### config.mk
export PLATFORM = sky130hd
export DESIGN_NAME = led_matrix_refresh_sequencer
export DESIGN_NICKNAME = d
export VERILOG_FILES = /design/src/hw/rtl/lmrs_pkg.sv /design/src/hw/rtl/lmrs_front.sv /design/src/hw/rtl/lmrs_jobq.sv /design/src/hw/rtl/lmrs_back.sv /design/src/hw/rtl/led_matrix_refresh_sequencer.sv
export SDC_FILE = /design/constraint.sdc
export NUM_CORES = 2
export LEC_CHECK = 0
export ABC_AREA = 1
export BUFFER_PORTS_ARGS = -buffer_cell sky130_fd_sc_hd__buf_2
export CORE_UTILIZATION = 50
export DETAILED_ROUTE_END_ITERATION = 8
export GPL_TIMING_DRIVEN = 1
export PLACE_DENSITY = 0.68
export SLEW_MARGIN = 30
export SYNTH_ARGS = -nofsm -noshare
export SYNTH_HDL_FRONTEND = slang
export SYNTH_SLANG_ARGS = --single-unit
### constraint.sdc
create_clock -name clk -period 4.7 [get_ports clk]
set_input_delay 0.705 -clock clk [delete_from_list [all_inputs] [get_ports clk]]
set_output_delay 0.705 -clock clk [all_outputs]
set_load 0.02 [all_outputs]
### src/hw/rtl/lmrs_pkg.sv
// shared types, constants and command scripts for the led matrix refresh sequencer
`default_nettype none

package lmrs_pkg;

  // default sizes of the driver chip
  localparam int unsigned DEF_NUM_BANKS     = 11;
  localparam int unsigned DEF_NUM_CHANNELS  = 198;
  localparam int unsigned DEF_USED_CHANNELS = 195;

  localparam int unsigned CH_PER_BANK = 18;
  localparam int unsigned BANK_W      = 4;
  localparam int unsigned STEP_W      = 5;

  // input kinds
  localparam logic [2:0] K_TICK    = 3'd0;
  localparam logic [2:0] K_PIXEL   = 3'd1;
  localparam logic [2:0] K_BRIGHT  = 3'd2;
  localparam logic [2:0] K_PWR_ON  = 3'd3;
  localparam logic [2:0] K_PWR_OFF = 3'd4;

  // bus operation codes
  localparam logic [1:0] OP_WRITE  = 2'd0;
  localparam logic [1:0] OP_BURST  = 2'd1;
  localparam logic [1:0] OP_READ   = 2'd2;
  localparam logic [1:0] OP_STATUS = 2'd3;

  // driver registers and values
  localparam logic [7:0] REG_UNLOCK  = 8'hfe;
  localparam logic [7:0] UNLOCK_KEY  = 8'hc5;
  localparam logic [7:0] REG_PAGE    = 8'hfd;
  localparam logic [7:0] PAGE_PWM    = 8'h00;
  localparam logic [7:0] PAGE_SCALE  = 8'h01;
  localparam logic [7:0] PAGE_FUNC   = 8'h02;
  localparam logic [7:0] REG_RESET   = 8'h2f;
  localparam logic [7:0] RESET_KEY   = 8'hae;
  localparam logic [7:0] REG_CFG     = 8'h00;
  localparam logic [7:0] CFG_INIT    = 8'h08;
  localparam logic [7:0] CFG_RUN     = 8'h09;
  localparam logic [7:0] REG_GCC     = 8'h01;
  localparam logic [7:0] GCC_OFF     = 8'h00;
  localparam logic [7:0] GCC_FULL    = 8'hff;
  localparam logic [7:0] REG_PULL    = 8'h02;
  localparam logic [7:0] PULL_VAL    = 8'h33;
  localparam logic [7:0] REG_SPREAD  = 8'h25;
  localparam logic [7:0] SPREAD_VAL  = 8'h00;
  localparam logic [7:0] SCALE_FULL  = 8'hff;

  localparam logic [31:0] WAIT_POWER_MS = 32'd20;
  localparam logic [31:0] WAIT_RESET_MS = 32'd2;

  // pending batch check
  localparam logic [1:0] PEND_NONE  = 2'd0;
  localparam logic [1:0] PEND_BATCH = 2'd1;
  localparam logic [1:0] PEND_READ  = 2'd2;

  typedef enum logic [7:0] {
    ST_OFF    = 8'b0000_0001,
    ST_WAIT   = 8'b0000_0010,
    ST_RESET  = 8'b0000_0100,
    ST_CONFIG = 8'b0000_1000,
    ST_PWM    = 8'b0001_0000,
    ST_SCALE  = 8'b0010_0000,
    ST_ENABLE = 8'b0100_0000,
    ST_READY  = 8'b1000_0000
  } stage_t;

  typedef enum logic [2:0] {
    JOB_STATUS = 3'd0,
    JOB_PIXEL  = 3'd1,
    JOB_RESET  = 3'd2,
    JOB_CONFIG = 3'd3,
    JOB_ENABLE = 3'd4,
    JOB_BANK   = 3'd5
  } job_kind_t;

  typedef struct packed {
    logic power_enable;
    logic ready_res;
    logic faulted;
  } status_t;

  typedef struct packed {
    job_kind_t         kind;
    logic [BANK_W-1:0] bank;
    logic              scale;
    logic [7:0]        bright;
    logic [7:0]        ch;
    logic [7:0]        val;
    status_t           st;
  } job_t;

  typedef struct packed {
    logic [1:0] op;
    logic [7:0] addr;
    logic [7:0] data;
    logic       burst_end;
    status_t    st;
    logic       last;
  } res_t;

  typedef struct packed {
    logic              valid;
    logic [BANK_W-1:0] bank;
  } dirty_fb_t;

  // index of the last step of a job
  function automatic logic [STEP_W-1:0] script_last(input job_kind_t k);
    logic [STEP_W-1:0] r;
    case (k)
      JOB_RESET:  r = STEP_W'(2);
      JOB_CONFIG: r = STEP_W'(3);
      JOB_ENABLE: r = STEP_W'(6);
      JOB_BANK:   r = STEP_W'(20);
      default:    r = '0;
    endcase
    return r;
  endfunction

  // {op, addr, data} of one scripted step
  function automatic logic [17:0] script_word(input job_kind_t k,
                                              input logic [STEP_W-1:0] s);
    logic [17:0] r;
    if (s == STEP_W'(0)) begin
      r = {OP_WRITE, REG_UNLOCK, UNLOCK_KEY};
    end else if (s == STEP_W'(1)) begin
      r = {OP_WRITE, REG_PAGE, PAGE_FUNC};
    end else begin
      case (k)
        JOB_RESET:  r = {OP_WRITE, REG_RESET, RESET_KEY};
        JOB_CONFIG: r = (s == STEP_W'(2)) ? {OP_WRITE, REG_CFG, CFG_INIT}
                                          : {OP_WRITE, REG_GCC, GCC_OFF};
        JOB_ENABLE: begin
          case (s)
            STEP_W'(2): r = {OP_WRITE, REG_PULL, PULL_VAL};
            STEP_W'(3): r = {OP_WRITE, REG_SPREAD, SPREAD_VAL};
            STEP_W'(4): r = {OP_WRITE, REG_GCC, GCC_FULL};
            STEP_W'(5): r = {OP_WRITE, REG_CFG, CFG_RUN};
            default:    r = {OP_READ, REG_CFG, 8'h00};
          endcase
        end
        default:    r = {OP_STATUS, 8'h00, 8'h00};
      endcase
    end
    return r;
  endfunction

endpackage

`default_nettype wire

### src/hw/rtl/lmrs_front.sv
// front end: accepts transactions, runs the power-up stage machine and issues jobs
`default_nettype none

module lmrs_front
  import lmrs_pkg::*;
#(
  parameter int unsigned NUM_BANKS = DEF_NUM_BANKS
) (
  input  wire logic        clk,
  input  wire logic        rst_n,
  input  wire logic        acc,
  input  wire logic [2:0]  kind,
  input  wire logic [31:0] now_ms,
  input  wire logic        fault_n,
  input  wire logic        bus_ok,
  input  wire logic [7:0]  read_data,
  input  wire logic [7:0]  channel,
  input  wire logic [7:0]  value,
  input  wire dirty_fb_t   fb,
  output job_t             job
);

  localparam int unsigned NB = NUM_BANKS;

  stage_t            stage_r, stage_nxt;
  logic              req_r, req_nxt;
  logic              fault_r, fault_nxt;
  logic [31:0]       stamp_r, stamp_nxt;
  logic [7:0]        bright_r, bright_nxt;
  logic [BANK_W-1:0] cursor_r, cursor_nxt;
  logic [NB-1:0]     dirty_r, dirty_nxt;
  logic [1:0]        pend_r, pend_nxt;

  logic [15:0]       dirty16;
  logic [31:0]       elapsed;
  logic [BANK_W-1:0] cur_bank;
  logic [BANK_W:0]   cur_inc;
  logic [BANK_W:0]   cand;
  logic              found;
  logic [BANK_W-1:0] found_bank;
  logic              check_bad;

  assign dirty16 = 16'(dirty_r);
  assign elapsed = now_ms - stamp_r;
  assign cur_bank = ({1'b0, cursor_r} >= (BANK_W+1)'(NB)) ? '0 : cursor_r;
  assign cur_inc = {1'b0, cur_bank} + (BANK_W+1)'(1);
  assign check_bad = (pend_r != PEND_NONE) &&
                     (!bus_ok || (pend_r == PEND_READ && read_data != CFG_RUN));

  // round-robin search for the next dirty bank after the cursor
  always_comb begin
    found = 1'b0;
    found_bank = '0;
    cand = '0;
    for (int n = 1; n <= NB; n++) begin
      cand = {1'b0, cursor_r} + (BANK_W+1)'(n);
      if (cand >= (BANK_W+1)'(NB)) cand = cand - (BANK_W+1)'(NB);
      if (!found && dirty16[cand[BANK_W-1:0]]) begin
        found = 1'b1;
        found_bank = cand[BANK_W-1:0];
      end
    end
  end

  // next state and job for the accepted transaction
  always_comb begin
    stage_nxt  = stage_r;
    req_nxt    = req_r;
    fault_nxt  = fault_r;
    stamp_nxt  = stamp_r;
    bright_nxt = bright_r;
    cursor_nxt = cursor_r;
    pend_nxt   = pend_r;
    dirty_nxt  = dirty_r;
    if (fb.valid) begin
      for (int i = 0; i < NB; i++) begin
        if (BANK_W'(i) == fb.bank) dirty_nxt[i] = 1'b1;
      end
    end
    job.kind   = JOB_STATUS;
    job.bank   = '0;
    job.scale  = 1'b0;
    job.ch     = channel;
    job.val    = value;

    if (acc) begin
      case (kind)
        K_TICK: begin
          pend_nxt = PEND_NONE;
          if (req_r && !fault_r) begin
            if (check_bad || !fault_n) begin
              fault_nxt = 1'b1;
              stage_nxt = ST_OFF;
            end else begin
              case (stage_r)
                ST_WAIT: begin
                  if (elapsed >= WAIT_POWER_MS) stage_nxt = ST_RESET;
                end
                ST_RESET: begin
                  job.kind  = JOB_RESET;
                  stamp_nxt = now_ms;
                  stage_nxt = ST_CONFIG;
                  pend_nxt  = PEND_BATCH;
                end
                ST_CONFIG: begin
                  if (elapsed >= WAIT_RESET_MS) begin
                    job.kind   = JOB_CONFIG;
                    cursor_nxt = '0;
                    stage_nxt  = ST_PWM;
                    pend_nxt   = PEND_BATCH;
                  end
                end
                ST_PWM, ST_SCALE: begin
                  job.kind  = JOB_BANK;
                  job.bank  = cur_bank;
                  job.scale = (stage_r == ST_SCALE);
                  if (stage_r == ST_PWM) begin
                    for (int i = 0; i < NB; i++) begin
                      if (BANK_W'(i) == cur_bank) dirty_nxt[i] = 1'b0;
                    end
                  end
                  if (cur_inc >= (BANK_W+1)'(NB)) begin
                    cursor_nxt = '0;
                    stage_nxt  = (stage_r == ST_PWM) ? ST_SCALE : ST_ENABLE;
                  end else begin
                    cursor_nxt = cur_inc[BANK_W-1:0];
                  end
                  pend_nxt = PEND_BATCH;
                end
                ST_ENABLE: begin
                  job.kind  = JOB_ENABLE;
                  stage_nxt = ST_READY;
                  pend_nxt  = PEND_READ;
                end
                ST_READY: begin
                  if (found) begin
                    job.kind   = JOB_BANK;
                    job.bank   = found_bank;
                    cursor_nxt = found_bank;
                    for (int i = 0; i < NB; i++) begin
                      if (BANK_W'(i) == found_bank) dirty_nxt[i] = 1'b0;
                    end
                    pend_nxt = PEND_BATCH;
                  end
                end
                default: ;
              endcase
            end
          end
        end
        K_PIXEL: begin
          job.kind = JOB_PIXEL;
        end
        K_BRIGHT: begin
          if (bright_r != value) begin
            bright_nxt = value;
            dirty_nxt  = '1;
          end
        end
        K_PWR_ON: begin
          if (!req_r) begin
            req_nxt    = 1'b1;
            fault_nxt  = 1'b0;
            cursor_nxt = '0;
            stamp_nxt  = now_ms;
            stage_nxt  = ST_WAIT;
            pend_nxt   = PEND_NONE;
          end
        end
        K_PWR_OFF: begin
          req_nxt   = 1'b0;
          fault_nxt = 1'b0;
          stage_nxt = ST_OFF;
          pend_nxt  = PEND_NONE;
        end
        default: ;
      endcase
    end

    job.bright          = bright_nxt;
    job.st.power_enable = (stage_nxt != ST_OFF);
    job.st.ready_res    = (stage_nxt == ST_READY) && !fault_nxt;
    job.st.faulted      = fault_nxt;
  end

  // state registers
  always_ff @(posedge clk) begin
    if (!rst_n) begin
      stage_r  <= ST_OFF;
      req_r    <= 1'b0;
      fault_r  <= 1'b0;
      stamp_r  <= '0;
      bright_r <= 8'd64;
      cursor_r <= '0;
      dirty_r  <= '0;
      pend_r   <= PEND_NONE;
    end else begin
      stage_r  <= stage_nxt;
      req_r    <= req_nxt;
      fault_r  <= fault_nxt;
      stamp_r  <= stamp_nxt;
      bright_r <= bright_nxt;
      cursor_r <= cursor_nxt;
      dirty_r  <= dirty_nxt;
      pend_r   <= pend_nxt;
    end
  end

endmodule

`default_nettype wire

### src/hw/rtl/lmrs_jobq.sv
// two-entry job queue between the front end and the bus sequencer
`default_nettype none

module lmrs_jobq
  import lmrs_pkg::*;
(
  input  wire logic clk,
  input  wire logic rst_n,
  input  wire logic push,
  input  wire job_t push_job,
  input  wire logic pop,
  output logic      q_valid,
  output job_t      q_job
);

  job_t       ent_r [2];
  logic       wp_r, rp_r;
  logic [1:0] cnt_r;

  assign q_valid = (cnt_r != 2'd0);
  assign q_job   = ent_r[rp_r];

  // entry storage
  always_ff @(posedge clk) begin
    if (push) ent_r[wp_r] <= push_job;
  end

  // pointers and fill count
  always_ff @(posedge clk) begin
    if (!rst_n) begin
      wp_r  <= 1'b0;
      rp_r  <= 1'b0;
      cnt_r <= 2'd0;
    end else begin
      if (push) wp_r <= ~wp_r;
      if (pop)  rp_r <= ~rp_r;
      cnt_r <= cnt_r + {1'b0, push} - {1'b0, pop};
    end
  end

endmodule

`default_nettype wire

### src/hw/rtl/lmrs_back.sv
// bus sequencer: expands jobs into bus operations, holds the pixel store and scales pwm
`default_nettype none

module lmrs_back
  import lmrs_pkg::*;
#(
  parameter int unsigned NUM_CHANNELS  = DEF_NUM_CHANNELS,
  parameter int unsigned USED_CHANNELS = DEF_USED_CHANNELS
) (
  input  wire logic clk,
  input  wire logic rst_n,
  input  wire logic job_valid,
  input  wire job_t job_i,
  output logic      job_pop,
  output logic      idle,
  output dirty_fb_t fb,
  output logic      out_valid,
  input  wire logic out_ready,
  output res_t      out_res
);

  localparam int unsigned NC    = NUM_CHANNELS;
  localparam int unsigned CW    = $clog2(NUM_CHANNELS);
  localparam int unsigned DEPTH = 4;

  typedef struct packed {
    res_t       res;
    logic       mul;
    logic       pix;
    logic       inrange;
    logic [7:0] ch;
    logic [7:0] val;
    logic [7:0] bright;
  } flight_t;

  // sequencer state
  logic              active_r;
  job_t              job_r;
  logic [STEP_W-1:0] step_r;

  // pixel store with valid bits
  logic [7:0]        mem [NC];
  logic [NC-1:0]     vld_r;
  logic [7:0]        rdata_r;
  logic              rvld_r;

  // pipeline
  flight_t           pa_r, pa_nxt;
  logic              va_r, vb_r;
  res_t              pb_r;
  logic              pb_mul_r;
  logic [15:0]       prod_r;

  // result queue
  res_t              fifo_r [DEPTH];
  logic [1:0]        wp_r, rp_r;
  logic [2:0]        cnt_r;

  logic              room, issue, pop, wr_pix;
  logic [7:0]        base, idx, rsel;
  logic [CW-1:0]     raddr;
  logic [17:0]       sw;
  logic [7:0]        pixel;
  logic [13:0]       bank_mul;
  logic [16:0]       qsum;
  res_t              push_res;

  assign room    = ({1'b0, cnt_r} + {3'b0, va_r} + {3'b0, vb_r}) < 4'(DEPTH);
  assign issue   = active_r && room;
  assign job_pop = !active_r && job_valid;
  assign idle    = !active_r && !va_r && !vb_r;
  assign base    = 8'(job_r.bank) * 8'(CH_PER_BANK);
  assign idx     = base + 8'(step_r) - 8'd3;
  assign sw      = script_word(job_r.kind, step_r);

  // build the next bus operation
  always_comb begin
    pa_nxt               = '0;
    pa_nxt.res.st        = job_r.st;
    pa_nxt.res.last      = (step_r == script_last(job_r.kind));
    pa_nxt.ch            = job_r.ch;
    pa_nxt.val           = job_r.val;
    pa_nxt.bright        = job_r.bright;
    pa_nxt.inrange       = ({1'b0, job_r.ch} < 9'(NC));
    pa_nxt.res.op        = sw[17:16];
    pa_nxt.res.addr      = sw[15:8];
    pa_nxt.res.data      = sw[7:0];
    rsel                 = idx;
    case (job_r.kind)
      JOB_STATUS: begin
        pa_nxt.res.op   = OP_STATUS;
        pa_nxt.res.addr = '0;
        pa_nxt.res.data = '0;
      end
      JOB_PIXEL: begin
        pa_nxt.res.op   = OP_STATUS;
        pa_nxt.res.addr = '0;
        pa_nxt.res.data = '0;
        pa_nxt.pix      = 1'b1;
        rsel            = job_r.ch;
      end
      JOB_BANK: begin
        if (step_r == STEP_W'(1)) begin
          pa_nxt.res.data = job_r.scale ? PAGE_SCALE : PAGE_PWM;
        end else if (step_r == STEP_W'(2)) begin
          pa_nxt.res.op   = OP_BURST;
          pa_nxt.res.addr = '0;
          pa_nxt.res.data = base + 8'd1;
        end else if (step_r != STEP_W'(0)) begin
          pa_nxt.res.op        = OP_BURST;
          pa_nxt.res.addr      = '0;
          pa_nxt.res.burst_end = pa_nxt.res.last;
          if (job_r.scale) begin
            pa_nxt.res.data = ({1'b0, idx} < 9'(USED_CHANNELS)) ? SCALE_FULL : 8'h00;
          end else begin
            pa_nxt.res.data = '0;
            pa_nxt.mul      = ({1'b0, idx} < 9'(NC));
          end
        end
      end
      default: ;
    endcase
    raddr = ({1'b0, rsel} < 9'(NC)) ? rsel[CW-1:0] : '0;
  end

  // job sequencing
  always_ff @(posedge clk) begin
    if (!rst_n) begin
      active_r <= 1'b0;
      step_r   <= '0;
    end else if (job_pop) begin
      active_r <= 1'b1;
      step_r   <= '0;
    end else if (issue) begin
      step_r <= step_r + STEP_W'(1);
      if (pa_nxt.res.last) active_r <= 1'b0;
    end
  end

  always_ff @(posedge clk) begin
    if (job_pop) job_r <= job_i;
  end

  // pixel store read and pixel write check
  assign pixel    = rvld_r ? rdata_r : 8'h00;
  assign wr_pix   = va_r && pa_r.pix && pa_r.inrange && (pixel != pa_r.val);
  assign bank_mul = 14'(pa_r.ch) * 14'd57;
  assign fb.valid = wr_pix;
  assign fb.bank  = bank_mul[13:10];

  always_ff @(posedge clk) begin
    rdata_r <= mem[raddr];
    if (wr_pix) mem[pa_r.ch[CW-1:0]] <= pa_r.val;
  end

  always_ff @(posedge clk) begin
    if (!rst_n) begin
      vld_r  <= '0;
      rvld_r <= 1'b0;
    end else begin
      rvld_r <= vld_r[raddr];
      if (wr_pix) vld_r[pa_r.ch[CW-1:0]] <= 1'b1;
    end
  end

  // pipeline stages: store read, then multiply
  always_ff @(posedge clk) begin
    if (!rst_n) begin
      va_r <= 1'b0;
      vb_r <= 1'b0;
    end else begin
      va_r <= issue;
      vb_r <= va_r;
    end
  end

  always_ff @(posedge clk) begin
    if (issue) pa_r <= pa_nxt;
    pb_r     <= pa_r.res;
    pb_mul_r <= pa_r.mul;
    prod_r   <= 16'(pixel) * 16'(pa_r.bright) + 16'd127;
  end

  // divide by 255 for values below 255 * 256 (quotient fits in 8 bits)
  assign qsum = 17'(prod_r) + 17'(prod_r[15:8]) + 17'd1;

  always_comb begin
    push_res = pb_r;
    if (pb_mul_r) push_res.data = qsum[15:8];
  end

  // result queue
  assign pop       = out_valid && out_ready;
  assign out_valid = (cnt_r != 3'd0);
  assign out_res   = fifo_r[rp_r];

  always_ff @(posedge clk) begin
    if (vb_r) fifo_r[wp_r] <= push_res;
  end

  always_ff @(posedge clk) begin
    if (!rst_n) begin
      wp_r  <= '0;
      rp_r  <= '0;
      cnt_r <= '0;
    end else begin
      if (vb_r) wp_r <= wp_r + 2'd1;
      if (pop)  rp_r <= rp_r + 2'd1;
      cnt_r <= cnt_r + {2'b0, vb_r} - {2'b0, pop};
    end
  end

endmodule

`default_nettype wire

### src/hw/rtl/led_matrix_refresh_sequencer.sv
// An accepted transaction's job goes through the job queue to the single bus sequencer, which
// emits one bus operation per cycle while the result queue has room, through a 2-stage store-read
// and multiply pipeline into the result queue; a new transaction is accepted only once the job
// queue is empty and the sequencer and pipeline are idle.
// Reset: synchronous active-low rst_n; the pixel store reads as zero until written.
`default_nettype none

module led_matrix_refresh_sequencer
  import lmrs_pkg::*;
#(
  parameter int unsigned NUM_BANKS     = DEF_NUM_BANKS,
  parameter int unsigned NUM_CHANNELS  = DEF_NUM_CHANNELS,
  parameter int unsigned USED_CHANNELS = DEF_USED_CHANNELS
) (
  input  wire logic        clk,
  input  wire logic        rst_n,
  input  wire logic        in_tvalid,
  output logic             in_tready,
  // now_ms[31:0], fault_n[32], bus_ok[33], read_data[41:34], channel[49:42], value[57:50]
  input  wire logic [63:0] in_tdata,
  // kind[2:0]
  input  wire logic [2:0]  in_tuser,
  output logic             out_tvalid,
  input  wire logic        out_tready,
  // reg_addr[7:0], data[15:8], burst_end[16], power_enable[17], ready_res[18], faulted[19]
  output logic [23:0]      out_tdata,
  // op[1:0]
  output logic [1:0]       out_tuser,
  output logic             out_tlast
);

  logic      acc, q_valid, job_pop, back_idle;
  job_t      job, q_job;
  dirty_fb_t fb;
  res_t      res;

  // one transaction at a time through the front end
  assign in_tready = !q_valid && back_idle;
  assign acc       = in_tvalid && in_tready;

  lmrs_front #(
    .NUM_BANKS (NUM_BANKS)
  ) u_front (
    .clk       (clk),
    .rst_n     (rst_n),
    .acc       (acc),
    .kind      (in_tuser),
    .now_ms    (in_tdata[31:0]),
    .fault_n   (in_tdata[32]),
    .bus_ok    (in_tdata[33]),
    .read_data (in_tdata[41:34]),
    .channel   (in_tdata[49:42]),
    .value     (in_tdata[57:50]),
    .fb        (fb),
    .job       (job)
  );

  lmrs_jobq u_jobq (
    .clk      (clk),
    .rst_n    (rst_n),
    .push     (acc),
    .push_job (job),
    .pop      (job_pop),
    .q_valid  (q_valid),
    .q_job    (q_job)
  );

  lmrs_back #(
    .NUM_CHANNELS  (NUM_CHANNELS),
    .USED_CHANNELS (USED_CHANNELS)
  ) u_back (
    .clk       (clk),
    .rst_n     (rst_n),
    .job_valid (q_valid),
    .job_i     (q_job),
    .job_pop   (job_pop),
    .idle      (back_idle),
    .fb        (fb),
    .out_valid (out_tvalid),
    .out_ready (out_tready),
    .out_res   (res)
  );

  // output packing
  assign out_tdata = {4'b0, res.st.faulted, res.st.ready_res, res.st.power_enable,
                      res.burst_end, res.data, res.addr};
  assign out_tuser = res.op;
  assign out_tlast = res.last;

  // a transaction blocks further input until its job has been taken and the sequencer is idle
  a_one_in_flight: assert property (@(posedge clk) disable iff (!rst_n)
    acc |=> !in_tready)
    else $error("input accepted while previous job still queued");

  // ready status never shows together with a latched fault
  a_ready_not_faulted: assert property (@(posedge clk) disable iff (!rst_n)
    out_tvalid |-> !(out_tdata[18] && out_tdata[19]))
    else $error("ready and faulted both set");

  // ready status implies power is enabled
  a_ready_powered: assert property (@(posedge clk) disable iff (!rst_n)
    (out_tvalid && out_tdata[18]) |-> out_tdata[17])
    else $error("ready without power enable");

  // the job queue is never empty when the sequencer picks up a job
  a_pop_has_job: assert property (@(posedge clk) disable iff (!rst_n)
    job_pop |-> q_valid)
    else $error("job taken from empty queue");

endmodule

`default_nettype wire

# Word level (Yosys, flattened, before mapping)
# Memories as Yosys holds them, arrays and structs flattened. A register that Yosys moved wholly into a read port is not among the register bits.
# Cells that the tools add are included.
[totals]
ff_bits = 375
ramBits = 1746
wordCells = 446
n_memories = 3
[classes]
n_addsub = 39
multipliers = 3
order_cmp = 34
eq_ne = 65
mux = 181
bitwise = 6
n_reduce_logical = 71
[memory_table]
columns = ["name", "depth", "width", "read_ports", "rd_ports_with_merged_regs", "wr", "line_no", "source"]
rows = [
  ["u_back.mem", 198, 8, 1, 1, 1, "lmrs_back.sv:42", "logic [7:0] mem [NC];"],
  ["u_back.fifo_r", 4, 23, 1, 1, 1, "lmrs_back.sv:55", "res_t fifo_r [DEPTH];"],
  ["u_jobq.ent_r", 2, 35, 1, 1, 1, "lmrs_jobq.sv:16", "job_t ent_r [2];"],
]
[op_table]
columns = ["operator", "n"]
rows = [
  ["$or A198 B198 Y198", 1],
  ["$mux W8", 20],
  ["$mux W32", 4],
  ["$mux W4", 29],
  ["$mux W11", 7],
  ["$mux W1", 75],
  ["$pmux W18 S4", 1],
  ["$pmux W32 S2", 1],
  ["$ge A5 B4 Y1 const B", 12],
  ["$lt A4 B5 Y1 const B", 11],
  ["$mux W18", 3],
  ["$pmux W18 S3", 1],
  ["$eq A3 B4 Y1 const A", 12],
  ["$bmux W1 S4", 11],
  ["$pmux W11 S2", 2],
  ["$sub A4 B4 Y4 const B", 11],
  ["$pmux W8 S5", 1],
  ["$eq A4 B4 Y1 const A", 9],
  ["$pmux W18 S2", 1],
  ["$ge A32 B2 Y1 const B", 1],
  ["$ge A32 B5 Y1 const B", 1],
  ["$lt A8 B8 Y1 const B", 4],
  ["$sub A32 B32 Y32", 1],
  ["$logic_and A1 B1 Y1", 25],
  ["other kinds (84)", 155],
]

# Longest topological paths before layout
[logic_depth]
ltp_word = 44
ltp_mapped = 37

# Modules after synthesis
# From an unflattened synthesis, not the netlist that was laid out.
[hier_totals]
cells_unflattened = 8915
area_unflattened_um2 = 97187.0
[modules_own_cells]
columns = ["mod", "instances", "cells_each", "area_each_um2", "seq_area_each_um2"]
rows = [
  ["lmrs_back", 1, 7193, 85305.6, 57655.3],
  ["lmrs_front", 1, 1571, 8922.3, 1341.3],
  ["lmrs_jobq", 1, 141, 2901.5, 2202.1],
  ["led_matrix_refresh_sequencer", 1, 10, 57.6, 0.0],
]

# Worst setup path after synthesis
# Ideal clock, no wire load.
[synth_timing]
path_kind = "reg2reg"
startpoint = "register u_back.rvld_r"
endpoint = "register u_back.prod_r[15]"
setup_time_ps = 121
arrival_ps = 4866
slack_ps = -287
stages_incl_launch_ff = 29
path_buffers = 1
period_less_slack_ps = 4987
path_cell_list = "dfxtp_1 -> clkbuf_1 -> nand2_1 -> inv_1 -> nand2_1 -> fa_1 -> inv_1 -> ha_1 -> fa_1 -> inv_1 -> fa_1 -> inv_1 -> ha_1 -> a21oi_1 -> inv_1 -> a31oi_1 -> o21ai_0 -> a21oi_1 -> o21bai_1 -> a21oi_1 -> inv_1 -> a21oi_1 -> o21bai_1 -> a21o_1 -> nand2_1 -> inv_1 -> o21ai_0 -> nand2_1 -> xor2_1"
[synth_between]
elab_chain_len = 3
[synth_lines]
columns = ["item", "line_no", "source"]
rows = [
  ["start: declaration", "lmrs_back.sv:45", "logic rvld_r;"],
  ["start signal: assignment", "lmrs_back.sv:161", "rvld_r <= vld_r[raddr];"],
  ["$mux W8", "lmrs_back.sv:145", "assign pixel = rvld_r ? rdata_r : 8'h00;"],
  ["$mul A8 B8 Y16", "lmrs_back.sv:181", "prod_r <= 16'(pixel) * 16'(pa_r.bright) + 16'd127;"],
  ["$add A16 B7 Y16", "lmrs_back.sv:181", ""],
  ["end signal: assignment", "lmrs_back.sv:181", ""],
  ["end: declaration", "lmrs_back.sv:52", "logic [15:0] prod_r;"],
]
# Every way passes these cells.
# A chain may end at the register's enable or synchronous reset.

# Final worst setup path
[layout_timing]
startpoint = "register u_back.job_r[28] (netlist name)"
endpoint = "register u_back.rdata_r[4], read port of u_back.mem"
[layout_between]
elab_chain_len = 6
[layout_lines]
columns = ["item", "line_no", "source"]
rows = [
  ["$mul A4 B4 Y7 *", "lmrs_back.sv:72", "assign base = 8'(job_r.bank) * 8'(CH_PER_BANK);"],
  ["$add A8 B5 Y8 *", "lmrs_back.sv:73", "assign idx = base + 8'(step_r) - 8'd3;"],
  ["$sub A8 B2 Y8 *", "lmrs_back.sv:73", ""],
  ["$mux W8 *", "lmrs_back.sv:89", "case (job_r.kind)"],
  ["$lt A8 B8 Y1", "lmrs_back.sv:123", "raddr = ({1'b0, rsel} < 9'(NC)) ? rsel[CW-1:0] : '0;"],
  ["$mux W8 *", "lmrs_back.sv:123", ""],
  ["end: declaration", "lmrs_back.sv:44", "logic [7:0] rdata_r;"],
]
# Mark *: on every way between the ends. The rest lies on a longest branch, timed or not.

==> flow_summary.toml <==
[floorplanning]
dieHeight_um = 433
start_util_pct = 50.6
die_w_um = 433
pin_count = 100
rows = 157
fp.dieArea_mm2 = 0.188
core_mm2 = 0.184

[drt]
ant_nets = 0
drt_wl_total_um = 268000
wl_per_cell_um = 23.7
drc = 0
met3WireLength_um = 25200
drtPass1Iterations = 7
via_count = 67900
wl_met1_um = 108000
vias_per_cell = 6.01
first_iter_violations = 8176
wl_met2_um = 124000
top_layer_used = "met5"

[timing]
max_freq_mhz = 206
layout_setup_ws_ns = -0.150
fin_worst_skew_ns = 0.0629
setup_tns_ns = -0.277
hold_viol_final = 0
whs_ns = 0.0669
setup_viol = 6
relSlewSlack_pct = 25.7
drv_slew = 0
tightest_slew_ns = 1.11
grt_setup_unrepaired = "yes"
finalCriticalPeriod_ns = 4.85
finalCritPeriodShare_pct = 103

[grt]
antenna_found_initial = 8
grt_max_degree = 199
grt-ovfl-total = 0
grt_first_pass_wirelength_um = 393000
grt_pass1_vias = 64800
grt_usage_pct = 27.5

[clock_tree]
cts_tree = "built"
cts_made_buffers = 209
clockBufferDepth = 3
htree_levels = 4
clk_pin_slew_worst_paths_ns = 0.07
clock-root-buffer = "clkbuf_16"
clk_latency_ns = 0.86
clock-sinks = 2148

[setup_path]
reg2reg_depth = 26
path_buf_inv = 8
cp_max_fo = 8
cp-end-kind = "register"
critPathArrivalTime_ns = 5.58
crit_path_max_incr_delay_ns = 0.44
cp_slowest_cell = "o211ai_1"
cp.required_ns = 5.43
crit_cells = 26
cpLargestDelayFamily = "compound AO/OA/AOI/OAI gates"
worstSetupPathType = "register to register"
cp-start-kind = "register"

[synth]
yosysSeqAreaShare_pct = 65.8
synthArstFlopShare_pct = 0
yosysTopAreaCell = "edfxtp_1"
ys_types = 66
syn_area_per_cell_um2 = 11.3
synth_edf_count = 1816
synth_area_leaders = "edfxtp_1, dfxtp_1, o21ai_0"
yosysWarnings = 0
synth_most_common_cell = "edfxtp_1"
synth_common_cells = "edfxtp_1, nor2_1, o21ai_0"
ys_seq_elements = 2148
synth_area_mm2 = 0.0930
netlist.area_leader.share_pct = 58.6
synthCells = 8253
synth_ff_type = "edfxtp_1"

[job]
drv_cap = 0

[min_path]
hold_depth = 1
hold_path_class = "input pin to register"

[cells_and_area]
area_growth_pct = 17.5
layout-drive-gt1-share_pct = 15.3
nets = 8919
fill_cells = 14500

[placed_design]
dpl.hpwl_um = 162000
portBuffers = 89
place_congestion = 0.946

[run_status]
outcome = "complete, but fails checks"
failed_checks = "negative setup slack"
cell families (layout without fill, tap and decap cells):
kind of cell / after synthesis / after routing / synth area share [%]
simple gates: 2586 / 2586 / 11.3
xor+xnor: 74 / 74 / 0.697
other cells: 1 / 9 / 0.00403
buf+inv: 913 / 1476 / 3.86
fa+ha+maj: 214 / 214 / 3.32
flops: 2148 / 2148 / 65.8
compound gates: 2317 / 2317 / 15.0
sequential cells by signal, summed over array words and instances (netlist names), 5 cells and up, named ones only:
name	flops
u_back.fifo_r	80
u_back.job_r	35
u_back.pb_r	20
u_back.vld_r	198
u_back.step_r	5
u_jobq.ent_r	70
u_back.rdata_r	8
u_front.stamp_r	32
u_back.pa_r	47
u_front.dirty_r	11
u_front.stage_r	8
u_front.bright_r	8
u_back.prod_r	16
u_back.mem	1584
cell usage in the layout (no fill, tap or decap), types with 60 or more instances in the layout:
cell type and count:
a21oi_1 192, buf_12 83, buf_2 88, buf_4 417, clkbuf_16 228, dfxtp_1 326
edfxtp_1 1816, ha_1 148, inv_1 378, nand2_1 711, nand2_2 60, nand3_1 231
nor2_1 1346, o211ai_1 227, o21a_1 205, o21ai_0 1004, o21ai_1 99, o221ai_1 143
o22ai_1 253
metrics by stage:
stage | instance area (µm²) | utilization, % | cells | setup WS (ns)
5_1_grt | 109000 | 59.4 | 11300 | -0.265
2_1_floorplan | 93000 | - | 8256 | -0.0206
6_report | 109000 | 59.4 | 11300 | -0.150
3_5_place_dp | 99400 | 54.1 | 10800 | -0.423
4_1_cts | 107000 | 58.2 | 11200 | -0.0869
3_3_place_gp | 99400 | 54.0 | 10800 | -0.387
metal layers:
| layer | track usage [%] | vias up |
|---|---|---|
| li1 | - | 30700 |
| met1 | 37.4 | 33300 |
| met2 | 43.3 | 3380 |
| met3 | 5.00 | 541 |
| met4 | 12.1 | 8 |
| met5 | 0.208 | - |
worst paths after layout:
path	from	endpoint	slack (ns)
max	u_back.job_r[28]	u_back.rdata_r[4]	-0.15
min	in_tdata[43]	u_jobq.ent_r[1][12]	0.07
max reg2reg	u_back.job_r[28]	u_back.rdata_r[4]	-0.15
min reg2reg	u_back.pa_r[37]	u_back.pb_r[10]	0.34
layout make-up:
cell class	count	area, µm²	area share [%]
Tap cell	2464	3080	2.82
Inverter	412	1620	1.48
Clock buffer	284	5760	5.27
Multi-Input combinational cell	5195	29600	27.1
Clock inverter	112	1270	1.16
Timing Repair inverter	1	11.3	0.0103
Sequential cell	2148	61200	56.0
Timing Repair Buffer	667	6700	6.14
Antenna cell	5	12.5	0.0115
repair_timing:
item,4_1_cts,5_1_grt
buffers inserted,13,48
hold endpoints to repair,2,0
cloned,3,20
gates resized for setup,93,357
setup endpoints to repair,10,37
pin swaps,40,186
hold buffers,1,0
Power is left out: the tool's default activity adds up to more than one toggle a clock period on the data nets, which glitch-free logic cannot reach.
